`config.mk`:
```
export PLATFORM = sky130hd
export DESIGN_NAME = duration_stats_monitor_unit
export DESIGN_NICKNAME = d
export VERILOG_FILES = /design/src/hdl/dsm_pkg.sv /design/src/hdl/dsm_stats.sv /design/src/hdl/duration_stats_monitor_unit.sv
export SDC_FILE = /design/constraint.sdc
export NUM_CORES = 1
export LEC_CHECK = 0
export ABC_CLOCK_PERIOD_IN_PS = 12760
export BUFFER_PORTS_ARGS = -buffer_cell sky130_fd_sc_hd__buf_4
export CAP_MARGIN = 30
export CORE_UTILIZATION = 40
export CTS_BUF_LIST = sky130_fd_sc_hd__clkbuf_8
export DETAILED_ROUTE_END_ITERATION = 7
export PLACE_DENSITY = 0.67
export SYNTH_ARGS = -nofsm -noshare
export SYNTH_HDL_FRONTEND = slang
export SYNTH_SLANG_ARGS = --single-unit
```
`constraint.sdc`:
```
create_clock -name aclk -period 12.76 [get_ports aclk]
set_clock_uncertainty 0.2 [all_clocks]
set_input_delay 2.552 -clock aclk [delete_from_list [all_inputs] [get_ports aclk]]
set_output_delay 2.552 -clock aclk [all_outputs]
set_load 0.005 [all_outputs]
```
`src/hdl/dsm_pkg.sv`:
```
// ----------------------------------------------------------------------------
// dsm_pkg
// Shared types for the duration statistics monitor.
// ----------------------------------------------------------------------------
package dsm_pkg;

    localparam int unsigned TS_W       = 64;
    localparam int unsigned DELTA_W    = 32;
    localparam int unsigned CNT_W      = 32;
    localparam int unsigned SUM_W      = 64;
    localparam int unsigned DEADLINE_W = 31;

    typedef enum logic {
        ACT_START = 1'b0,
        ACT_STOP  = 1'b1
    } dsm_action_t;

    // Only the low bits of the timestamp reach the duration.
    typedef struct packed {
        dsm_action_t          action;
        logic [DELTA_W-1:0]   ts_low;
    } dsm_event_t;

    typedef struct packed {
        logic                      running;
        logic                      measured;
        logic signed [DELTA_W-1:0] last_delta;
        logic                      missed_now;
        logic [CNT_W-1:0]          total_count;
        logic [CNT_W-1:0]          miss_count;
        logic signed [DELTA_W-1:0] min_duration;
        logic signed [DELTA_W-1:0] max_duration;
        logic signed [SUM_W-1:0]   duration_sum;
    } dsm_result_t;

endpackage

```
`src/hdl/dsm_stats.sv`:
```
// ----------------------------------------------------------------------------
// dsm_stats
// Measurement state and statistics update for one event per cycle while evt_fire is high.
// ----------------------------------------------------------------------------
module dsm_stats
    import dsm_pkg::*;
(
    input  logic                  aclk,
    input  logic                  aresetn,
    input  logic                  evt_fire,
    input  dsm_event_t            evt,
    input  logic [DEADLINE_W-1:0] deadline,
    output dsm_result_t           result
);

    logic                      running_reg, running_next;
    logic [DELTA_W-1:0]        start_reg, start_next;
    logic [CNT_W-1:0]          count_reg, count_next;
    logic [CNT_W-1:0]          miss_reg, miss_next;
    logic signed [DELTA_W-1:0] min_reg, min_next;
    logic signed [DELTA_W-1:0] max_reg, max_next;
    logic signed [SUM_W-1:0]   sum_reg, sum_next;

    logic signed [DELTA_W-1:0] delta;
    logic                      stop_hit;
    logic                      late;

    assign delta    = $signed(evt.ts_low - start_reg);
    assign stop_hit = (evt.action == ACT_STOP) && running_reg;
    assign late     = delta > $signed({1'b0, deadline});

    always_comb begin
        running_next = running_reg;
        start_next   = start_reg;
        count_next   = count_reg;
        miss_next    = miss_reg;
        min_next     = min_reg;
        max_next     = max_reg;
        sum_next     = sum_reg;
        if (evt.action == ACT_START) begin
            if (!running_reg) begin
                running_next = 1'b1;
                start_next   = evt.ts_low;
            end
        end else if (running_reg) begin
            running_next = 1'b0;
            count_next   = count_reg + CNT_W'(1);
            sum_next     = sum_reg + SUM_W'(delta);
            if (late) begin
                miss_next = miss_reg + CNT_W'(1);
            end
            if ((min_reg == '0) || (delta < min_reg)) begin
                min_next = delta;
            end
            if ((max_reg == '0) || (delta > max_reg)) begin
                max_next = delta;
            end
        end
    end

    always_comb begin
        result.running      = running_next;
        result.measured     = stop_hit;
        result.last_delta   = stop_hit ? delta : '0;
        result.missed_now   = stop_hit && late;
        result.total_count  = count_next;
        result.miss_count   = miss_next;
        result.min_duration = min_next;
        result.max_duration = max_next;
        result.duration_sum = sum_next;
    end

    always_ff @(posedge aclk) begin
        if (!aresetn) begin
            running_reg <= 1'b0;
            start_reg   <= '0;
            count_reg   <= '0;
            miss_reg    <= '0;
            min_reg     <= '0;
            max_reg     <= '0;
            sum_reg     <= '0;
        end else if (evt_fire) begin
            running_reg <= running_next;
            start_reg   <= start_next;
            count_reg   <= count_next;
            miss_reg    <= miss_next;
            min_reg     <= min_next;
            max_reg     <= max_next;
            sum_reg     <= sum_next;
        end
    end

endmodule

```
`src/hdl/duration_stats_monitor_unit.sv`:
```
// Data path: the input beat is held in the input register, its result in the result register.
// Throughput: one event per cycle while m_ready does not stall; the statistics update
// is a single pass of one 32-bit subtract, one 64-bit add and three 32-bit compares.
// Reset: synchronous active-low aresetn clears both valid flags, the deadline
// register and all measurement state; no item is held off after reset.
// ----------------------------------------------------------------------------
// duration_stats_monitor_unit
// Start/stop duration monitor with count, sum, min, max and deadline misses.
// ----------------------------------------------------------------------------
module duration_stats_monitor_unit
    import dsm_pkg::*;
(
    input  logic                      aclk,
    input  logic                      aresetn,

    input  logic                      cfg_valid,
    output logic                      cfg_ready,
    input  logic [DEADLINE_W-1:0]     cfg_wdata,

    input  logic                      s_valid,
    output logic                      s_ready,
    input  logic                      s_action,
    input  logic [TS_W-1:0]           s_timestamp,

    output logic                      m_valid,
    input  logic                      m_ready,
    output logic                      m_running,
    output logic                      m_measured,
    output logic signed [DELTA_W-1:0] m_last_delta,
    output logic                      m_missed_now,
    output logic [CNT_W-1:0]          m_total_count,
    output logic [CNT_W-1:0]          m_miss_count,
    output logic signed [DELTA_W-1:0] m_min_duration,
    output logic signed [DELTA_W-1:0] m_max_duration,
    output logic signed [SUM_W-1:0]   m_duration_sum
);

    logic [DEADLINE_W-1:0] deadline_reg;
    logic                  in_valid_reg;
    dsm_event_t            in_evt_reg;
    logic                  out_valid_reg;
    dsm_result_t           out_res_reg;
    dsm_result_t           stats_res;
    logic                  out_free;
    logic                  fire;

    assign cfg_ready = 1'b1;
    assign out_free  = !out_valid_reg || m_ready;
    assign fire      = in_valid_reg && out_free;
    assign s_ready   = !in_valid_reg || out_free;

    always_ff @(posedge aclk) begin
        if (!aresetn) begin
            deadline_reg <= '0;
        end else if (cfg_valid && cfg_ready) begin
            deadline_reg <= cfg_wdata;
        end
    end

    always_ff @(posedge aclk) begin
        if (!aresetn) begin
            in_valid_reg <= 1'b0;
        end else if (s_ready) begin
            in_valid_reg <= s_valid;
        end
    end

    always_ff @(posedge aclk) begin
        if (s_ready && s_valid) begin
            in_evt_reg.action <= dsm_action_t'(s_action);
            in_evt_reg.ts_low <= s_timestamp[DELTA_W-1:0];
        end
    end

    dsm_stats u_stats (
        .aclk     (aclk),
        .aresetn  (aresetn),
        .evt_fire (fire),
        .evt      (in_evt_reg),
        .deadline (deadline_reg),
        .result   (stats_res)
    );

    always_ff @(posedge aclk) begin
        if (!aresetn) begin
            out_valid_reg <= 1'b0;
        end else if (out_free) begin
            out_valid_reg <= in_valid_reg;
        end
    end

    always_ff @(posedge aclk) begin
        if (fire) begin
            out_res_reg <= stats_res;
        end
    end

    assign m_valid        = out_valid_reg;
    assign m_running      = out_res_reg.running;
    assign m_measured     = out_res_reg.measured;
    assign m_last_delta   = out_res_reg.last_delta;
    assign m_missed_now   = out_res_reg.missed_now;
    assign m_total_count  = out_res_reg.total_count;
    assign m_miss_count   = out_res_reg.miss_count;
    assign m_min_duration = out_res_reg.min_duration;
    assign m_max_duration = out_res_reg.max_duration;
    assign m_duration_sum = out_res_reg.duration_sum;

endmodule

```
Word level (Yosys, flattened, before mapping). Cells that the tools add are included.

Add/sub/neg operators: 4. $lt $le $gt $ge: 3. Muxes and demuxes: 14. Bitwise logic cells: 2. Reduce and logical (&&, ||, !) cells: 13.

Operator list (number): $mux 32 (11); $mux 64 (2); $add 32x1->32 const B (2); $add 64x32->64 (1); $gt 32x32->1 (2); $logic_not 32->1 (2); $lt 32x32->1 (1); $sub 32x32->32 (1); $logic_and 1x1->1 (4); $logic_or 1x1->1 (4); $reduce_and 3->1 (1); $logic_not 1->1 (2); $not 1->1 (2); $mux 1 (1).

Bits in registers: 518. Input port bits: 101. Output and inout bits: 230. Word-level logic and storage cells: 57.

Logic depth before layout (Yosys ltp).
Word-level depth: 6. Gate-level depth with buffers: 26. Gate-level depth less buffers: 24.

Hierarchy. Synthesis repeated with hierarchy kept, for this count alone.

Cells, all modules: 2936. Area, all modules: 27851.7 µm².

Modules (own cells, without submodules): dsm_stats (instances 1, cells an instance 2565, area an instance 18741.7 µm², sequential area each 4504.3 µm²); duration_stats_monitor_unit (instances 1, cells an instance 371, area an instance 9110.0 µm², sequential area each 8468.1 µm²).

Least setup slack after synthesis. OpenSTA, ideal clock, no wires.

Kind: input -> register. From: in m_ready. To: reg out_res_reg (netlist bit m_duration_sum[0]) (enable). Setup time: 0.680 ns. Arrival time: 9.676 ns. Required time: 11.880 ns. Path slack: 2.204 ns. Stages: 6. Buffers on the path: 3. Path through: nor2b_1 nand2b_1 clkbuf_1 inv_2 clkbuf_1 clkbuf_1.

Longest elaborated chain between the ends: 2.

RTL lines: start, declared (RTL line duration_stats_monitor_unit.sv:26) `input logic m_ready,`; $logic_or 1x1->1 (RTL line duration_stats_monitor_unit.sv:48) `assign out_free = !out_valid_reg || m_ready;`; $logic_and 1x1->1 (RTL line duration_stats_monitor_unit.sv:49) `assign fire = in_valid_reg && out_free;`; named net fire (RTL line duration_stats_monitor_unit.sv:45) `logic fire;`; end signal, assigned (RTL line duration_stats_monitor_unit.sv:94) `out_res_reg <= stats_res;`; end, declared (RTL line duration_stats_monitor_unit.sv:42) `dsm_result_t out_res_reg;`.

The timed path passes the listed nets, and every way through them passes these cells. A chain may end at the register's enable or synchronous reset.

==> results.py <==
metrics = {
    "run_status": {
        "status": "finished clean",
    },
    "sta": {
        "layout_setup_ws_ps": 5506,
        "hold_viol": 0,
        "slew-limit-headroom_pct": 33.09,
        "finalSetupTns_ps": 0,
        "clock.fmax_mhz": 137.9,
        "period_minus_slack_ps": 7254,
        "tightest_slew_ps": 999.9,
        "setup_viol": 0,
        "slew_violations": 0,
        "rsz0062_at_grt": "false",
        "timing.hold.ws_ps": 253.7,
        "period_share_pct": 56.85,
    },
    "logic_synthesis": {
        "syn-num-nets": 3249,
        "synth.distinct_cells": 84,
        "async_flop_share_pct": 0,
        "avgSynthCellArea_um2": 9.458,
        "synthXorXnorAreaFrac_pct": 5.205,
        "yosys_warnings": 0,
        "synth_top_family_by_area": "simple AND/OR/NAND/NOR gates",
        "synth-adder-area-share_pct": 8.646,
        "ys_ff_latch": 518,
        "synth.area.mux_share_pct": 4.252,
        "synth-compound-area-share_pct": 14.11,
        "synth_cells": 2956,
        "seq_area_frac_synth_pct": 46.40,
        "netlist_area_mm2": 0.02796,
        "yosys.area_share.simple_pct": 17.34,
        "synth-edff-count": 260,
        "ys.flop_type": "edfxtp_1",
    },
    "job": {
        "maxCapViolCount": 0,
    },
    "setup_path": {
        "arrival_ps": 7460,
        "start_kind": "register",
        "cp.required_ps": 12970,
        "path_max_fanout": 21,
        "worst-setup-path-type": "reg -> reg",
        "end_kind": "register",
    },
    "final_layout": {
        "syn2layout_area_growth_pct": 18.47,
        "multi_input_area_mm2": 0.01392,
        "fin_util_pct": 48.12,
        "regArea_mm2": 0.01297,
        "finalNetCount": 3557,
        "final_common_cell": "nand2_1",
        "drive_gt1_share_pct": 16.89,
        "fillCellCount": 6504,
        "final_cell_mix": "nand2_1, buf_4, edfxtp_1, dfxtp_1, a21oi_1",
    },
    "place": {
        "io_buffers": 297,
        "dp_slack_ps": 5569,
        "gp_congestion": 0.9116,
        "hpwl_um": 54330,
    },
    "clock_network": {
        "ctsResizeCount": 0,
        "h-tree-depth": 3,
        "clk_pin_slew_ps": 60,
        "cts_sinks": 518,
        "numCtsBuffers": 90,
        "clockBufferDepth": 3,
        "cts-root-buf": "clkbuf_8",
        "holdBufCountCts": 0,
        "cts_setup_buffers": 0,
        "clk_latency_ps": 700,
        "cts_tree": "yes",
    },
    "grt": {
        "grt_max_degree": 153,
        "met2_usage_pct": 35.68,
        "grt_pass1_wl_um": 121100,
        "grt_overflow": 0,
        "busiest_layer": "met2",
        "met3_usage_pct": 4.106,
        "grtUsageMet1_pct": 29.22,
        "grt_pass1_vias": 21490,
        "grt_use_total_pct": 21.93,
        "antenna_found_initial": 1,
    },
    "detailed_routing": {
        "drtAntennaViolNets": 0,
        "drt-pass1-iter-count": 6,
        "drt-initial-drc-count": 1797,
        "via_count": 22740,
        "drc": 0,
        "via_per_inst": 5.323,
        "routed_wirelength_um": 79260,
        "wire_per_inst_um": 18.55,
    },
    "die": {
        "core_mm2": 0.06883,
        "dieArea_mm2": 0.07096,
        "start_util_pct": 40.62,
        "fp.dieW_um": 266.4,
        "pin_count": 331,
        "die_h_um": 266.4,
        "placement_rows": 96,
    },
    "power_and_ir_drop": {
        "p_leak_nw": 13.41,
        "ir_worst_vdd_uv": 92.70,
        "powerDensity_mw_per_mm2": 126.4,
        "power.total_w": 0.004188,
    },
    "hold_path": {
        "hp-class": "reg -> reg",
    },
}
-- worst max-delay path, cell delays in order (launching register included) --
cell and delay, ps:
edfxtp_1 340, inv_1 50, ha_1 220, fa_1 400, nand2b_1 170, a21o_1 220, a2111oi_0 530, a211oi_2 170
a21oi_1 220, o31ai_1 120, and3b_1 210, o31ai_1 250, xnor2_1 150, buf_4 190, inv_1 230, ha_1 380
nand3_1 100, nor2_1 160, a31oi_1 110, mux2i_1 160, o21ai_0 90, a211o_1 550, nand4_1 860, buf_4 530
mux2_2 350
-- path summary, 6_finish.rpt --
| check | slack, ps | cells after the start | startpoint | to |
|---|---|---|---|---|
| setup / recovery | 5510 | 24 | in_evt_reg[0] | m_max_duration[25] |
| hold / removal | 250 | 2 | u_stats.start_reg[16] | u_stats.start_reg[16] |
| setup reg to reg | 5510 | 24 | in_evt_reg[0] | m_max_duration[25] |
| hold reg to reg | 250 | 2 | u_stats.start_reg[16] | u_stats.start_reg[16] |
-- routing by layer --
| metal | vias to the layer above | part of all wire [%] |
|---|---|---|
| met5 | - | 0 |
| met4 | 0 | 3.0 |
| met3 | 140 | 5.9 |
| met2 | 625 | 47 |
| met1 | 10810 | 45 |
| li1 | 11170 | - |
-- synth_stat cells (3+ instances only) --
cell / instances / share of area (%)
o21bai_1: 20 / 0.54
o31a_1: 3 / 0.094
and3_1: 20 / 0.45
or2_2: 5 / 0.11
nor2_1: 229 / 3.1
and2_1: 42 / 0.94
nand3b_1: 4 / 0.11
buf_2: 11 / 0.20
nor3_1: 44 / 0.79
o31ai_1: 17 / 0.46
a21oi_1: 249 / 4.5
buf_1: 6 / 0.081
a211o_1: 5 / 0.16
nand2_2: 3 / 0.067
o21ai_0: 148 / 2.6
and3b_1: 3 / 0.094
a21boi_0: 4 / 0.11
inv_1: 169 / 2.3
nand3_2: 4 / 0.14
mux2i_1: 58 / 2.1
o211ai_1: 16 / 0.43
clkbuf_1: 105 / 1.4
or4_1: 7 / 0.19
a221oi_1: 5 / 0.16
a2111oi_0: 4 / 0.13
nor2b_1: 13 / 0.29
a31oi_1: 17 / 0.38
nand2_1: 399 / 5.4
ha_1: 190 / 8.5
o21a_1: 23 / 0.62
and4_1: 8 / 0.25
xnor2_1: 72 / 2.3
xor2_1: 91 / 2.9
a21o_1: 61 / 1.6
nor4_1: 28 / 0.63
nand2b_1: 18 / 0.40
nand3_1: 90 / 1.6
o22ai_1: 5 / 0.11
nand4_1: 51 / 1.1
dfxtp_1: 258 / 18
or3_1: 42 / 0.94
edfxtp_1: 260 / 28
a211oi_1: 39 / 1.0
mux2_2: 54 / 2.2
-- per-stage QoR --
stage | instances | area, um2
global placement | 4101 | 31260
global route | 4273 | 33120
CTS | 4271 | 33120
detailed placement | 4103 | 31310
finish | 4273 | 33120
floorplan | 2956 | 27960
-- where the power goes --
part           switching, W  internal [W]  leakage [nW]
Sequential        0.0000390       0.00182          4.57
Clock              0.000705      0.000826          1.07
Combinational      0.000497      0.000304          7.77
-- area by class of cell --
type	instances	share of cell area, %
Antenna cell	2	0.01511
Timing Repair Buffer	340	7.827
Clock buffer	104	4.322
Multi-Input combinational cell	2144	42.04
Inverter	170	1.964
Sequential cell	518	39.17
Clock inverter	64	1.148
Tap cell	931	3.517
-- logic make-up (layout without fill, tap and decap cells) --
group | count (synthesis) | in the layout
AO/OA/AOI/OAI | 647 | 647
XOR/XNOR | 164 | 164
adder cells (fa/ha/maj) | 192 | 192
buffers and inverters | 294 | 678
flip-flops | 518 | 518
multiplexers | 112 | 112
other | 1 | 3
AND/OR/NAND/NOR | 1028 | 1028
Note: power is estimated with default switching activity, not from simulation.
